--- config.mk ---
export PLATFORM = sky130hd
export DESIGN_NAME = circular_queue_fifo
export DESIGN_NICKNAME = d
export VERILOG_FILES = /design/src/cqf_pkg.sv /design/src/cqf_dp.sv /design/src/cqf_ctrl.sv /design/src/circular_queue_fifo.sv
export SDC_FILE = /design/constraint.sdc
export NUM_CORES = 1
export LEC_CHECK = 0
export ABC_AREA = 1
export BUFFER_PORTS_ARGS = -buffer_cell sky130_fd_sc_hd__clkbuf_2
export CAP_MARGIN = 5
export CORE_MARGIN = 3
export CORE_UTILIZATION = 60
export DETAILED_ROUTE_END_ITERATION = 8
export HOLD_SLACK_MARGIN = 0.03
export MAX_ROUTING_LAYER = met4
export PLACE_DENSITY = 0.79
export SYNTH_ARGS = -nofsm -noshare
export SYNTH_HDL_FRONTEND = slang
export SYNTH_SLANG_ARGS = --single-unit
--- constraint.sdc ---
create_clock -name clk_i -period 5.1 [get_ports clk_i]
set_clock_uncertainty 0.15 [all_clocks]
set_input_delay 0.255 -clock clk_i [delete_from_list [all_inputs] [get_ports clk_i]]
set_output_delay 0.255 -clock clk_i [all_outputs]
set_load 0.005 [all_outputs]
--- src/cqf_pkg.sv ---
// cqf_pkg: shared types and codes for the circular queue fifo
// operation and status codes, item structs, controller/datapath command and status
// no dependencies
`default_nettype none

package cqf_pkg;

  localparam int unsigned OP_W     = 2;
  localparam int unsigned WORD_W   = 32;
  localparam int unsigned STATUS_W = 2;
  localparam int unsigned SLOT_W   = 5;
  localparam int unsigned COUNT_W  = 5;

  localparam logic [OP_W-1:0] OP_ENQ = 2'd0;
  localparam logic [OP_W-1:0] OP_DEQ = 2'd1;
  localparam logic [OP_W-1:0] OP_DSP = 2'd2;

  localparam logic [STATUS_W-1:0] ST_OK    = 2'd0;
  localparam logic [STATUS_W-1:0] ST_FULL  = 2'd1;
  localparam logic [STATUS_W-1:0] ST_EMPTY = 2'd2;

  typedef struct packed {
    logic [OP_W-1:0]          operation;
    logic signed [WORD_W-1:0] value;
  } in_item_t;

  typedef struct packed {
    logic [STATUS_W-1:0]      status;
    logic signed [WORD_W-1:0] data;
    logic [SLOT_W-1:0]        slot;
    logic [COUNT_W-1:0]       count;
    logic                     last;
  } out_item_t;

  typedef enum logic [2:0] {
    EK_FULL,
    EK_EMPTY,
    EK_ENQ_OK,
    EK_DEQ_WORD,
    EK_DSP_WORD
  } emit_kind_e;

  typedef struct packed {
    logic       capture;
    logic       enq_write;
    logic       deq_adv;
    logic       rd_en;
    logic       rd_disp;
    logic       disp_start;
    logic       disp_step;
    logic       emit;
    emit_kind_e emit_kind;
  } cmd_t;

  typedef struct packed {
    logic [OP_W-1:0] op;
    logic            empty;
    logic            full;
    logic            disp_last;
    logic            out_free;
  } sts_t;

endpackage

`default_nettype wire

--- src/cqf_dp.sv ---
// cqf_dp: datapath of the circular queue fifo
// word memory, head/tail/count pointers, display walker, input and output registers
// depends on cqf_pkg
`default_nettype none

module cqf_dp #(
  parameter int unsigned DEPTH = 16
) (
  input  wire logic             clk_i,
  input  wire logic             rst_ni,
  input  wire cqf_pkg::in_item_t in_item_i,
  input  wire logic             out_ready_i,
  input  wire cqf_pkg::cmd_t    cmd_i,
  output cqf_pkg::sts_t         sts_o,
  output logic                  out_valid_o,
  output cqf_pkg::out_item_t    out_item_o
);

  localparam int unsigned IW = $clog2(DEPTH);
  localparam int unsigned CW = $clog2(DEPTH + 1);
  localparam int unsigned SXW = (IW + 1 > cqf_pkg::SLOT_W) ? IW + 1 : cqf_pkg::SLOT_W;
  localparam int unsigned CXW = (CW > cqf_pkg::COUNT_W) ? CW : cqf_pkg::COUNT_W;

  logic signed [cqf_pkg::WORD_W-1:0] mem [DEPTH];

  logic [cqf_pkg::OP_W-1:0]          op_q;
  logic signed [cqf_pkg::WORD_W-1:0] value_q;
  logic [IW-1:0] head_q, head_d, tail_q, tail_d;
  logic [CW-1:0] count_q, count_d;
  logic          empty_q, empty_d;
  logic [IW-1:0] disp_idx_q, disp_idx_d;
  logic [CW-1:0] disp_cnt_q, disp_cnt_d;
  logic signed [cqf_pkg::WORD_W-1:0] rd_data_q;
  logic          out_valid_q;
  cqf_pkg::out_item_t out_item_q;

  logic [IW-1:0] head_nxt, tail_nxt, disp_nxt, wr_addr, rd_addr;
  logic          full, disp_last, out_free;
  logic [SXW-1:0] slot_ext;
  logic [CXW-1:0] count_ext;
  logic [CW-1:0]  count_res;
  cqf_pkg::out_item_t res;

  assign head_nxt = (head_q == IW'(DEPTH - 1)) ? '0 : head_q + IW'(1);
  assign tail_nxt = (tail_q == IW'(DEPTH - 1)) ? '0 : tail_q + IW'(1);
  assign disp_nxt = (disp_idx_q == IW'(DEPTH - 1)) ? '0 : disp_idx_q + IW'(1);
  assign wr_addr  = empty_q ? '0 : tail_nxt;
  assign rd_addr  = cmd_i.rd_disp ? disp_idx_q : head_q;

  assign full      = (count_q == CW'(DEPTH));
  assign disp_last = ((disp_cnt_q + CW'(1)) == count_q);
  assign out_free  = !out_valid_q || out_ready_i;

  assign sts_o.op        = op_q;
  assign sts_o.empty     = empty_q;
  assign sts_o.full      = full;
  assign sts_o.disp_last = disp_last;
  assign sts_o.out_free  = out_free;

  // word memory
  always_ff @(posedge clk_i) begin
    if (cmd_i.enq_write) begin
      mem[wr_addr] <= value_q;
    end
    if (cmd_i.rd_en) begin
      rd_data_q <= mem[rd_addr];
    end
  end

  // queue pointers
  always_comb begin
    head_d  = head_q;
    tail_d  = tail_q;
    count_d = count_q;
    empty_d = empty_q;
    if (cmd_i.enq_write) begin
      if (empty_q) begin
        head_d = '0;
        tail_d = '0;
      end else begin
        tail_d = tail_nxt;
      end
      empty_d = 1'b0;
      count_d = count_q + CW'(1);
    end else if (cmd_i.deq_adv) begin
      if (head_q == tail_q) begin
        head_d  = '0;
        tail_d  = '0;
        empty_d = 1'b1;
      end else begin
        head_d = head_nxt;
      end
      count_d = count_q - CW'(1);
    end
  end

  always_comb begin
    disp_idx_d = disp_idx_q;
    disp_cnt_d = disp_cnt_q;
    if (cmd_i.disp_start) begin
      disp_idx_d = head_q;
      disp_cnt_d = '0;
    end else if (cmd_i.disp_step) begin
      disp_idx_d = disp_nxt;
      disp_cnt_d = disp_cnt_q + CW'(1);
    end
  end

  always_ff @(posedge clk_i or negedge rst_ni) begin
    if (!rst_ni) begin
      head_q     <= '0;
      tail_q     <= '0;
      count_q    <= '0;
      empty_q    <= 1'b1;
      disp_idx_q <= '0;
      disp_cnt_q <= '0;
    end else begin
      head_q     <= head_d;
      tail_q     <= tail_d;
      count_q    <= count_d;
      empty_q    <= empty_d;
      disp_idx_q <= disp_idx_d;
      disp_cnt_q <= disp_cnt_d;
    end
  end

  always_ff @(posedge clk_i) begin
    if (cmd_i.capture) begin
      op_q    <= in_item_i.operation;
      value_q <= in_item_i.value;
    end
  end

  // result formatting
  assign count_res = (cmd_i.emit_kind == cqf_pkg::EK_ENQ_OK) ? count_q + CW'(1) : count_q;
  assign slot_ext  = SXW'(disp_idx_q) + SXW'(1);
  assign count_ext = CXW'(count_res);

  always_comb begin
    res.status = cqf_pkg::ST_OK;
    res.data   = '0;
    res.slot   = '0;
    res.count  = count_ext[cqf_pkg::COUNT_W-1:0];
    res.last   = 1'b1;
    case (cmd_i.emit_kind)
      cqf_pkg::EK_FULL: begin
        res.status = cqf_pkg::ST_FULL;
      end
      cqf_pkg::EK_EMPTY: begin
        res.status = cqf_pkg::ST_EMPTY;
        res.count  = '0;
      end
      cqf_pkg::EK_DEQ_WORD: begin
        res.data = rd_data_q;
      end
      cqf_pkg::EK_DSP_WORD: begin
        res.data = rd_data_q;
        res.slot = slot_ext[cqf_pkg::SLOT_W-1:0];
        res.last = disp_last;
      end
      default: begin
      end
    endcase
  end

  // output register
  always_ff @(posedge clk_i or negedge rst_ni) begin
    if (!rst_ni) begin
      out_valid_q <= 1'b0;
    end else if (cmd_i.emit) begin
      out_valid_q <= 1'b1;
    end else if (out_ready_i) begin
      out_valid_q <= 1'b0;
    end
  end

  always_ff @(posedge clk_i) begin
    if (cmd_i.emit) begin
      out_item_q <= res;
    end
  end

  assign out_valid_o = out_valid_q;
  assign out_item_o  = out_item_q;

  a_count_bound: assert property (@(posedge clk_i) disable iff (!rst_ni)
    count_q <= CW'(DEPTH))
    else $error("stored count exceeds depth");

  a_empty_count: assert property (@(posedge clk_i) disable iff (!rst_ni)
    empty_q == (count_q == '0))
    else $error("empty flag disagrees with count");

  a_emit_free: assert property (@(posedge clk_i) disable iff (!rst_ni)
    cmd_i.emit |-> out_free)
    else $error("result overwrites an item not yet taken");

  a_enq_not_full: assert property (@(posedge clk_i) disable iff (!rst_ni)
    cmd_i.enq_write |-> !full)
    else $error("write into a full queue");

  a_enq_fills: assert property (@(posedge clk_i) disable iff (!rst_ni)
    cmd_i.enq_write |=> !empty_q)
    else $error("queue empty after a write");

endmodule

`default_nettype wire

--- src/cqf_ctrl.sv ---
// cqf_ctrl: controller state machine of the circular queue fifo
// sequences capture, memory access and result emission; drives cqf_dp commands
// depends on cqf_pkg
`default_nettype none

module cqf_ctrl (
  input  wire logic          clk_i,
  input  wire logic          rst_ni,
  input  wire logic          in_valid_i,
  output logic               in_ready_o,
  input  wire cqf_pkg::sts_t sts_i,
  output cqf_pkg::cmd_t      cmd_o
);

  localparam logic [2:0] S_IDLE    = 3'd0;
  localparam logic [2:0] S_EXEC    = 3'd1;
  localparam logic [2:0] S_DEQ_OUT = 3'd2;
  localparam logic [2:0] S_DSP_RD  = 3'd3;
  localparam logic [2:0] S_DSP_OUT = 3'd4;

  logic [2:0] state_q, state_d;

  always_comb begin
    state_d    = state_q;
    in_ready_o = 1'b0;
    cmd_o      = '0;
    cmd_o.emit_kind = cqf_pkg::EK_EMPTY;
    unique case (state_q)
      S_IDLE: begin
        in_ready_o = 1'b1;
        if (in_valid_i) begin
          cmd_o.capture = 1'b1;
          state_d       = S_EXEC;
        end
      end
      S_EXEC: begin
        unique case (sts_i.op) inside
          cqf_pkg::OP_ENQ: begin
            if (sts_i.out_free) begin
              cmd_o.emit = 1'b1;
              if (sts_i.full) begin
                cmd_o.emit_kind = cqf_pkg::EK_FULL;
              end else begin
                cmd_o.emit_kind = cqf_pkg::EK_ENQ_OK;
                cmd_o.enq_write = 1'b1;
              end
              state_d = S_IDLE;
            end
          end
          cqf_pkg::OP_DEQ, cqf_pkg::OP_DSP: begin
            if (sts_i.empty) begin
              if (sts_i.out_free) begin
                cmd_o.emit      = 1'b1;
                cmd_o.emit_kind = cqf_pkg::EK_EMPTY;
                state_d         = S_IDLE;
              end
            end else if (sts_i.op == cqf_pkg::OP_DEQ) begin
              cmd_o.rd_en   = 1'b1;
              cmd_o.deq_adv = 1'b1;
              state_d       = S_DEQ_OUT;
            end else begin
              cmd_o.disp_start = 1'b1;
              state_d          = S_DSP_RD;
            end
          end
          default: begin
            state_d = S_IDLE;
          end
        endcase
      end
      S_DEQ_OUT: begin
        if (sts_i.out_free) begin
          cmd_o.emit      = 1'b1;
          cmd_o.emit_kind = cqf_pkg::EK_DEQ_WORD;
          state_d         = S_IDLE;
        end
      end
      S_DSP_RD: begin
        cmd_o.rd_en   = 1'b1;
        cmd_o.rd_disp = 1'b1;
        state_d       = S_DSP_OUT;
      end
      S_DSP_OUT: begin
        if (sts_i.out_free) begin
          cmd_o.emit      = 1'b1;
          cmd_o.emit_kind = cqf_pkg::EK_DSP_WORD;
          if (sts_i.disp_last) begin
            state_d = S_IDLE;
          end else begin
            cmd_o.disp_step = 1'b1;
            state_d         = S_DSP_RD;
          end
        end
      end
      default: begin
        state_d = S_IDLE;
      end
    endcase
  end

  always_ff @(posedge clk_i or negedge rst_ni) begin
    if (!rst_ni) begin
      state_q <= S_IDLE;
    end else begin
      state_q <= state_d;
    end
  end

  a_ready_idle: assert property (@(posedge clk_i) disable iff (!rst_ni)
    (in_valid_i && in_ready_o) |=> (state_q == S_EXEC))
    else $error("accepted item not executed");

  a_dsp_read_then_out: assert property (@(posedge clk_i) disable iff (!rst_ni)
    (state_q == S_DSP_RD) |=> (state_q == S_DSP_OUT))
    else $error("display read not followed by emission");

  a_single_write: assert property (@(posedge clk_i) disable iff (!rst_ni)
    !(cmd_o.enq_write && cmd_o.rd_en))
    else $error("memory written and read in one cycle");

endmodule

`default_nettype wire

--- src/circular_queue_fifo.sv ---
// Ring-buffer fifo of DEPTH signed 32-bit words. Each input item is an enqueue,
// a dequeue or a display of all stored words (oldest first, one result each).
// One item is handled at a time: the input is ready only while the controller
// is idle. A dequeue reads the word memory through its registered read port, and
// a display does one memory read plus one emission per stored word. A finished
// result sits in an output register; emission waits while the consumer holds
// out_ready_i low and the previous result is not yet taken. Count and slot are
// reported modulo 32. Unused operation codes give no result.
// depends on cqf_pkg, cqf_ctrl, cqf_dp
`default_nettype none

module circular_queue_fifo #(
  parameter int unsigned DEPTH = 16
) (
  input  wire logic              clk_i,
  input  wire logic              rst_ni,
  input  wire logic              in_valid_i,
  output logic                   in_ready_o,
  input  wire cqf_pkg::in_item_t in_item_i,
  output logic                   out_valid_o,
  input  wire logic              out_ready_i,
  output cqf_pkg::out_item_t     out_item_o
);

  cqf_pkg::cmd_t cmd;
  cqf_pkg::sts_t sts;

  cqf_ctrl u_ctrl (
    .clk_i      (clk_i),
    .rst_ni     (rst_ni),
    .in_valid_i (in_valid_i),
    .in_ready_o (in_ready_o),
    .sts_i      (sts),
    .cmd_o      (cmd)
  );

  cqf_dp #(
    .DEPTH (DEPTH)
  ) u_dp (
    .clk_i       (clk_i),
    .rst_ni      (rst_ni),
    .in_item_i   (in_item_i),
    .out_ready_i (out_ready_i),
    .cmd_i       (cmd),
    .sts_o       (sts),
    .out_valid_o (out_valid_o),
    .out_item_o  (out_item_o)
  );

endmodule

`default_nettype wire
; ---- After elaboration in Yosys (flattened, before gate mapping)
; Memories as Yosys holds them, arrays and structs flattened. A register that Yosys moved wholly into a read port is not among the register bits.
; Index checks and enable logic that the tools add are counted.
[classes]
reduce_logical = 14
muxes = 61
n_eq_ne = 19
addsub = 7
[op_table]
columns = op, count
row1 = two-way mux 4 bit, 18
row2 = two-way mux 5 bit, 6
row3 = two-way mux 1 bit, 21
row4 = one-hot mux 3 bit (5 select lines), 1
row5 = "adder 4 x 1 -> 4 bit, second input constant", 3
row6 = "== test 3 x 2 -> 1 bit, second input constant", 4
row7 = "== test 4 bit, second input constant", 3
row8 = two-way mux 2 bit, 6
row9 = two-way mux 3 bit, 4
row10 = one-hot mux 4 bit (3 select lines), 1
row11 = "adder 5 x 1 -> 5 bit, second input constant", 2
row12 = one-hot mux 4 bit (2 select lines), 1
row13 = nonzero test 2 bit, 4
row14 = "== test 3 x 1 -> 1 bit, second input constant", 2
row15 = "== test 3 bit, second input constant", 2
row16 = logical NOT 3 bit, 2
row17 = one-hot mux 3 bit (2 select lines), 1
row18 = AND reduction 2 bit, 3
row19 = "adder 4 x 1 -> 5 bit, second input constant", 1
row20 = == test 5 bit, 1
row21 = "== test 5 bit, second input constant", 1
row22 = "subtractor 5 x 1 -> 5 bit, second input constant", 1
row23 = == test 4 bit, 1
row24 = "inequality test 2 x 1 -> 1 bit, second input constant", 2
row25 = 9 further kinds, 10
[totals]
mem_bits_rw = 512
word_cells = 117
regBits = 106
mem_count = 1
input_bits = 38
out_inout_bits = 47
[mem_list]
columns = name, words, width, rd, rd_ports_with_merged_regs, wr, line
row1 = u_dp.mem, 16, 32, 1, 1, 1, cqf_dp.sv:24  ; logic signed [cqf_pkg::WORD_W-1:0] mem [DEPTH];

; ---- Logic depth before layout (Yosys ltp)
[depth]
ltp_word = 8
ltp_mapped = 13
depth_no_buf = 12

; ---- By module
; Synthesis repeated with hierarchy kept, for this count alone.
[unflattened]
hier_cells = 2589
hier_area_um2 = 28227.1
[modules_own_cells]
columns = mod, area_per_inst_um2, seq_area_each_um2, cells_per_inst, instances
row1 = cqf_dp, 27806.7, 19309.8, 2518, 1
row2 = cqf_ctrl, 420.4, 75.1, 71, 1

; ---- Worst setup path after synthesis
; Ideal clock, no wire load.
[synth_path]
path_type = register to register
startpoint = reg u_dp.count_q[0]
endpoint = mem u_dp.mem[0][0] (netlist name), enable pin
n_path_buf = 1
setup_time_ns = 0.421
required_time_ns = 4.529
setup_slack_ns = 1.740
synth_period_minus_slack_ns = 3.360
path_stages_with_launch = 9
arrival_time_ns = 2.789
cell_sequence = dfrtp_1 -> inv_1 -> ha_1 -> nand3_1 -> nand3_1 -> buf_2 -> inv_1 -> nand3_1 -> nor2_1
[synth_between]
elab_chain_cells = 7
[synth_lines]
columns = element, line
row1 = "start, declared", cqf_dp.sv:29  ; logic [CW-1:0] count_q, count_d;
row2 = "start signal, assigned", cqf_dp.sv:120  ; count_q <= count_d;
row3 = == test 5 bit, cqf_dp.sv:50  ; assign full = (count_q == CW'(DEPTH));
row4 = two-way mux 1 bit, cqf_ctrl.sv:41  ; if (sts_i.full) begin
row5 = two-way mux 1 bit, cqf_ctrl.sv:39  ; if (sts_i.out_free) begin
row6 = two-way mux 1 bit, cqf_ctrl.sv:37  ; unique case (sts_i.op) inside
row7 = two-way mux 2 bit, cqf_ctrl.sv:28  ; unique case (state_q)
row8 = two-way mux 1 bit, cqf_dp.sv:62  ; if (cmd_i.enq_write) begin
row9 = two-way mux 1 bit (not written as such), cqf_dp.sv:63  ; mem[wr_addr] <= value_q;
row10 = "end, declared", cqf_dp.sv:24
; Every way passes these cells.

; ---- Final worst setup path
[layout_path]
startpoint = reg u_dp.op_q[0] (netlist name)
endpoint = mem u_dp.mem[12][29] (netlist name), enable pin
[layout_between]
elab_chain_cells = 5
[layout_lines]
columns = element, line
row1 = "start, declared", cqf_dp.sv:26  ; logic [cqf_pkg::OP_W-1:0] op_q;
row2 = "start signal, assigned", cqf_dp.sv:129  ; op_q <= in_item_i.operation;
row3 = logical NOT 2 bit (no line), n/a
row4 = two-way mux 1 bit, cqf_ctrl.sv:37
row5 = two-way mux 2 bit, cqf_ctrl.sv:28
row6 = two-way mux 1 bit, cqf_dp.sv:62
row7 = two-way mux 1 bit (not written as such), cqf_dp.sv:63
; Every way passes these cells.

==> results_dict.tcl <==
set metrics [dict create \
    die-height_um 221 \
    port_buffers 84 \
    clk_latency_ns 0.60 \
    final_core_util 0.687 \
    drcViolationCount 0 \
    cts_made_buffers 66 \
    period_share 0.720 \
    start_util 0.611 \
    end_kind "flop" \
    final_nets 2754 \
    netlist_area_um2 27800 \
    p_leak_nw 13.4 \
    critical_path_class "reg -> reg" \
    drt_first_pass_iters 8 \
    cts-root-buf "clkbuf_16" \
    routabilityCongestion 0.874 \
    n_fill_cell 3068 \
    synthAdderAreaFrac 0.00450 \
    num_vias 18800 \
    synthDistinctLibCells 30 \
    viasPerCell 5.58 \
    startpoint_type "flop" \
    hp-class "in -> async" \
    postSynthCellCount 2608 \
    rows 78 \
    fmax_mhz 272 \
    grt_usage 0.275 \
    status "finished clean" \
    wl_um 65700 \
    path_clk_slew_ns 0.07 \
    ys_warn_count 0 \
    synthFlopType "edfxtp_1" \
    grt_setup_unrepaired "no" \
    grt.overflow.total 0 \
    max_slew_margin 0.148 \
    power.density_nw_per_um2 513 \
    synth_edf_count 623 \
    place_inst 3201 \
    crit_cells 9 \
    synth_compound_area_frac 0.00980 \
    synthXorXnorAreaFrac 0.00472 \
    post_cts_resized 0 \
    ir_worst_vdd_mv 0.386 \
    synth_top_family_by_area "simple AND/OR/NAND/NOR gates" \
    critical_path_buf_inv_count 4 \
    yosys.area_share.simple 0.189 \
    syn_nets 2656 \
    cts_max_path_buffers 3 \
    crit_top_cell "inv_1" \
    fp.dieArea_um2 49000 \
    antenna_found_initial 2 \
    path_delay_family "simple AND/OR/NAND/NOR gates" \
    muxShareOfSynthArea 0 \
    cp.required_ns 5.23 \
    critPathMaxFanout 17 \
    final_common_cell "nand2_1" \
    area_growth_pct 12.6 \
    synth-seq-area-share 0.697 \
    async_reset_ff_frac 0.0415 \
    slew_viol_final 0 \
    core_um2 45600 \
    grt_start_max_net_pins 87 \
    drive_gt1_frac 0.0848 \
    finalSetupTns_ns 0 \
    htreeDepth 3 \
    maxCapViolations 0 \
    tightest_slew_ns 1.28 \
    reg2reg_from "u_dp.op_q[0]$_DFFE_PP_" \
    die_w_um 221 \
    clock_sinks 650 \
    drt_iter0_drc 2319 \
    total_power_mw 16.1 \
    ff2ff_path_depth 9 \
    critPathSlowestCell "nor2_4" \
    ant_nets 0 \
    layout_common_cells "nand2_1 (691), edfxtp_1 (623), inv_1 (529)" \
    ys_seq_elements 650 \
    cp.arrival_ns 3.81 \
    worstPathCellList "inv_1, ha_1, inv_1, nor2_1, nand3_1, inv_1, nand3_1, nor2_4, buf_4" \
    cts_tree "yes" \
    io_pins 85 \
    setup_viol 0 \
    dpl.hpwl_um 37700 \
    grt_pass1_wl_um 102000 \
    hold_viol_final 0 \
    grt_pass1_vias 18200 \
    fin_crit_ns 3.67 \
    slowest_delay_ns 0.69 \
    rr_endpoint "u_dp.mem[12][29]$_DFFE_PP_" \
    rrSetupSlack_ns 1.43 \
    syn_avg_cell_area_um2 10.7 \
    final_cells 3361 \
    post_drt_wl_per_cell_um 19.5 \
]
worst reg2reg max path: stages (launching register included):
cell	delay, ns
edfxtp_1	0.41
inv_1	0.09
ha_1	0.19
inv_1	0.06
nor2_1	0.12
nand3_1	0.43
inv_1	0.42
nand3_1	0.38
nor2_4	0.69
buf_4	0.42
final cells by class:
type | count | area (µm²) | share of cell area
Sequential cell | 650 | 19400 | 0.619
Multi-Input combinational cell | 1313 | 5970 | 0.191
Inverter | 532 | 2000 | 0.0638
Clock buffer | 75 | 1690 | 0.0538
Timing Repair Buffer | 143 | 1060 | 0.0337
Tap cell | 600 | 751 | 0.0240
Clock inverter | 45 | 472 | 0.0151
Antenna cell | 3 | 7.51 | 0.000240
state kept, by name, indices dropped and copies added (netlist names), 4 cells and up:
name	flops
u_dp.count_q	5
u_dp.disp_cnt_q	5
u_dp.disp_idx_q	4
u_dp.head_q	4
u_dp.mem	512
u_dp.out_item_o	45
u_dp.rd_data_q	32
u_dp.tail_q	4
u_dp.value_q	32
timing repair:
| item | CTS | global route |
|---|---|---|
| hold buffers | 37 | 0 |
| buffers inserted | 0 | 0 |
| endpoints found under the hold margin | 65 | 0 |
power by group:
group | internal, mW | switching (mW) | leakage, nW
sequential | 6.67 | 0.490 | 5.99
clock | 2.85 | 2.02 | 1.06
combinational | 1.17 | 2.88 | 6.34
total | 10.7 | 5.39 | 13.4
cells in the mapped netlist, types with 2 or more instances:
master | n | area (µm²)
buf_1 | 5 | 18.8
a21oi_1 | 7 | 35.0
clkbuf_1 | 8 | 30.0
o211ai_1 | 2 | 15.0
o21ai_2 | 2 | 17.5
nand3_1 | 450 | 2250
inv_2 | 2 | 7.51
inv_1 | 530 | 1990
xnor2_1 | 3 | 26.3
o21ai_0 | 24 | 120
nor3_1 | 2 | 10.0
nand3_2 | 2 | 20.0
o22ai_1 | 3 | 18.8
dfrtp_1 | 26 | 651
nand2_1 | 692 | 2600
xor2_1 | 12 | 105
buf_4 | 36 | 270
nand4_1 | 8 | 50.1
buf_2 | 62 | 310
o21ai_4 | 2 | 32.5
nor2_1 | 88 | 330
o21ai_1 | 2 | 10.0
buf_6 | 2 | 22.5
edfxtp_1 | 623 | 18700
ha_1 | 10 | 125
cells by family (layout without fill, tap and decap cells):
| kind of cell | count (synthesis) | count (layout) |
|---|---|---|
| other | 0 | 3 |
| flip-flops | 650 | 650 |
| AND/OR/NAND/NOR | 1243 | 1243 |
| AO/OA/AOI/OAI | 45 | 45 |
| buffers and inverters | 645 | 795 |
| adder cells (fa/ha/maj) | 10 | 10 |
| XOR/XNOR | 15 | 15 |
metal layers:
layer | GRT usage | routed length, µm
met5 | - | 0
met4 | 0.115 | 2210
met3 | 0.0519 | 6330
met2 | 0.432 | 32100
met1 | 0.357 | 25000
how the worst max path moves through the flow:
| stage | slack [ns] | to | from |
|---|---|---|---|
| 6_report | 1.43 | u_dp.mem[12][29]$_DFFE_PP_ | u_dp.op_q[0]$_DFFE_PP_ |
| 5_1_grt | 1.16 | u_dp.mem[12][27]$_DFFE_PP_ | u_dp.count_q[0]$_DFFE_PN0P_ |
| 4_1_cts | 1.45 | u_dp.mem[10][13]$_DFFE_PP_ | u_dp.count_q[0]$_DFFE_PN0P_ |
| 3_5_place_dp | 1.45 | u_dp.mem[12][27]$_DFFE_PP_ | u_dp.count_q[0]$_DFFE_PN0P_ |
| 3_3_place_gp | 1.53 | u_dp.mem[8][23]$_DFFE_PP_ | u_dp.op_q[0]$_DFFE_PP_ |
| 2_1_floorplan | 1.74 | u_dp.mem[0][0]$_DFFE_PP_ | u_dp.count_q[0]$_DFFE_PN0P_ |
per-stage QoR:
stage	hold WS [ns]	worst slack [ns]	cell area, µm²
after floorplan	-0.191	1.74	27800
after global placement	0.170	1.53	28800
after detailed placement	0.193	1.45	28800
after CTS	0.102	1.45	31300
after global routing	0.163	1.16	31300
final	0.0966	1.43	31300
Note: power is estimated with default switching activity, not from simulation.
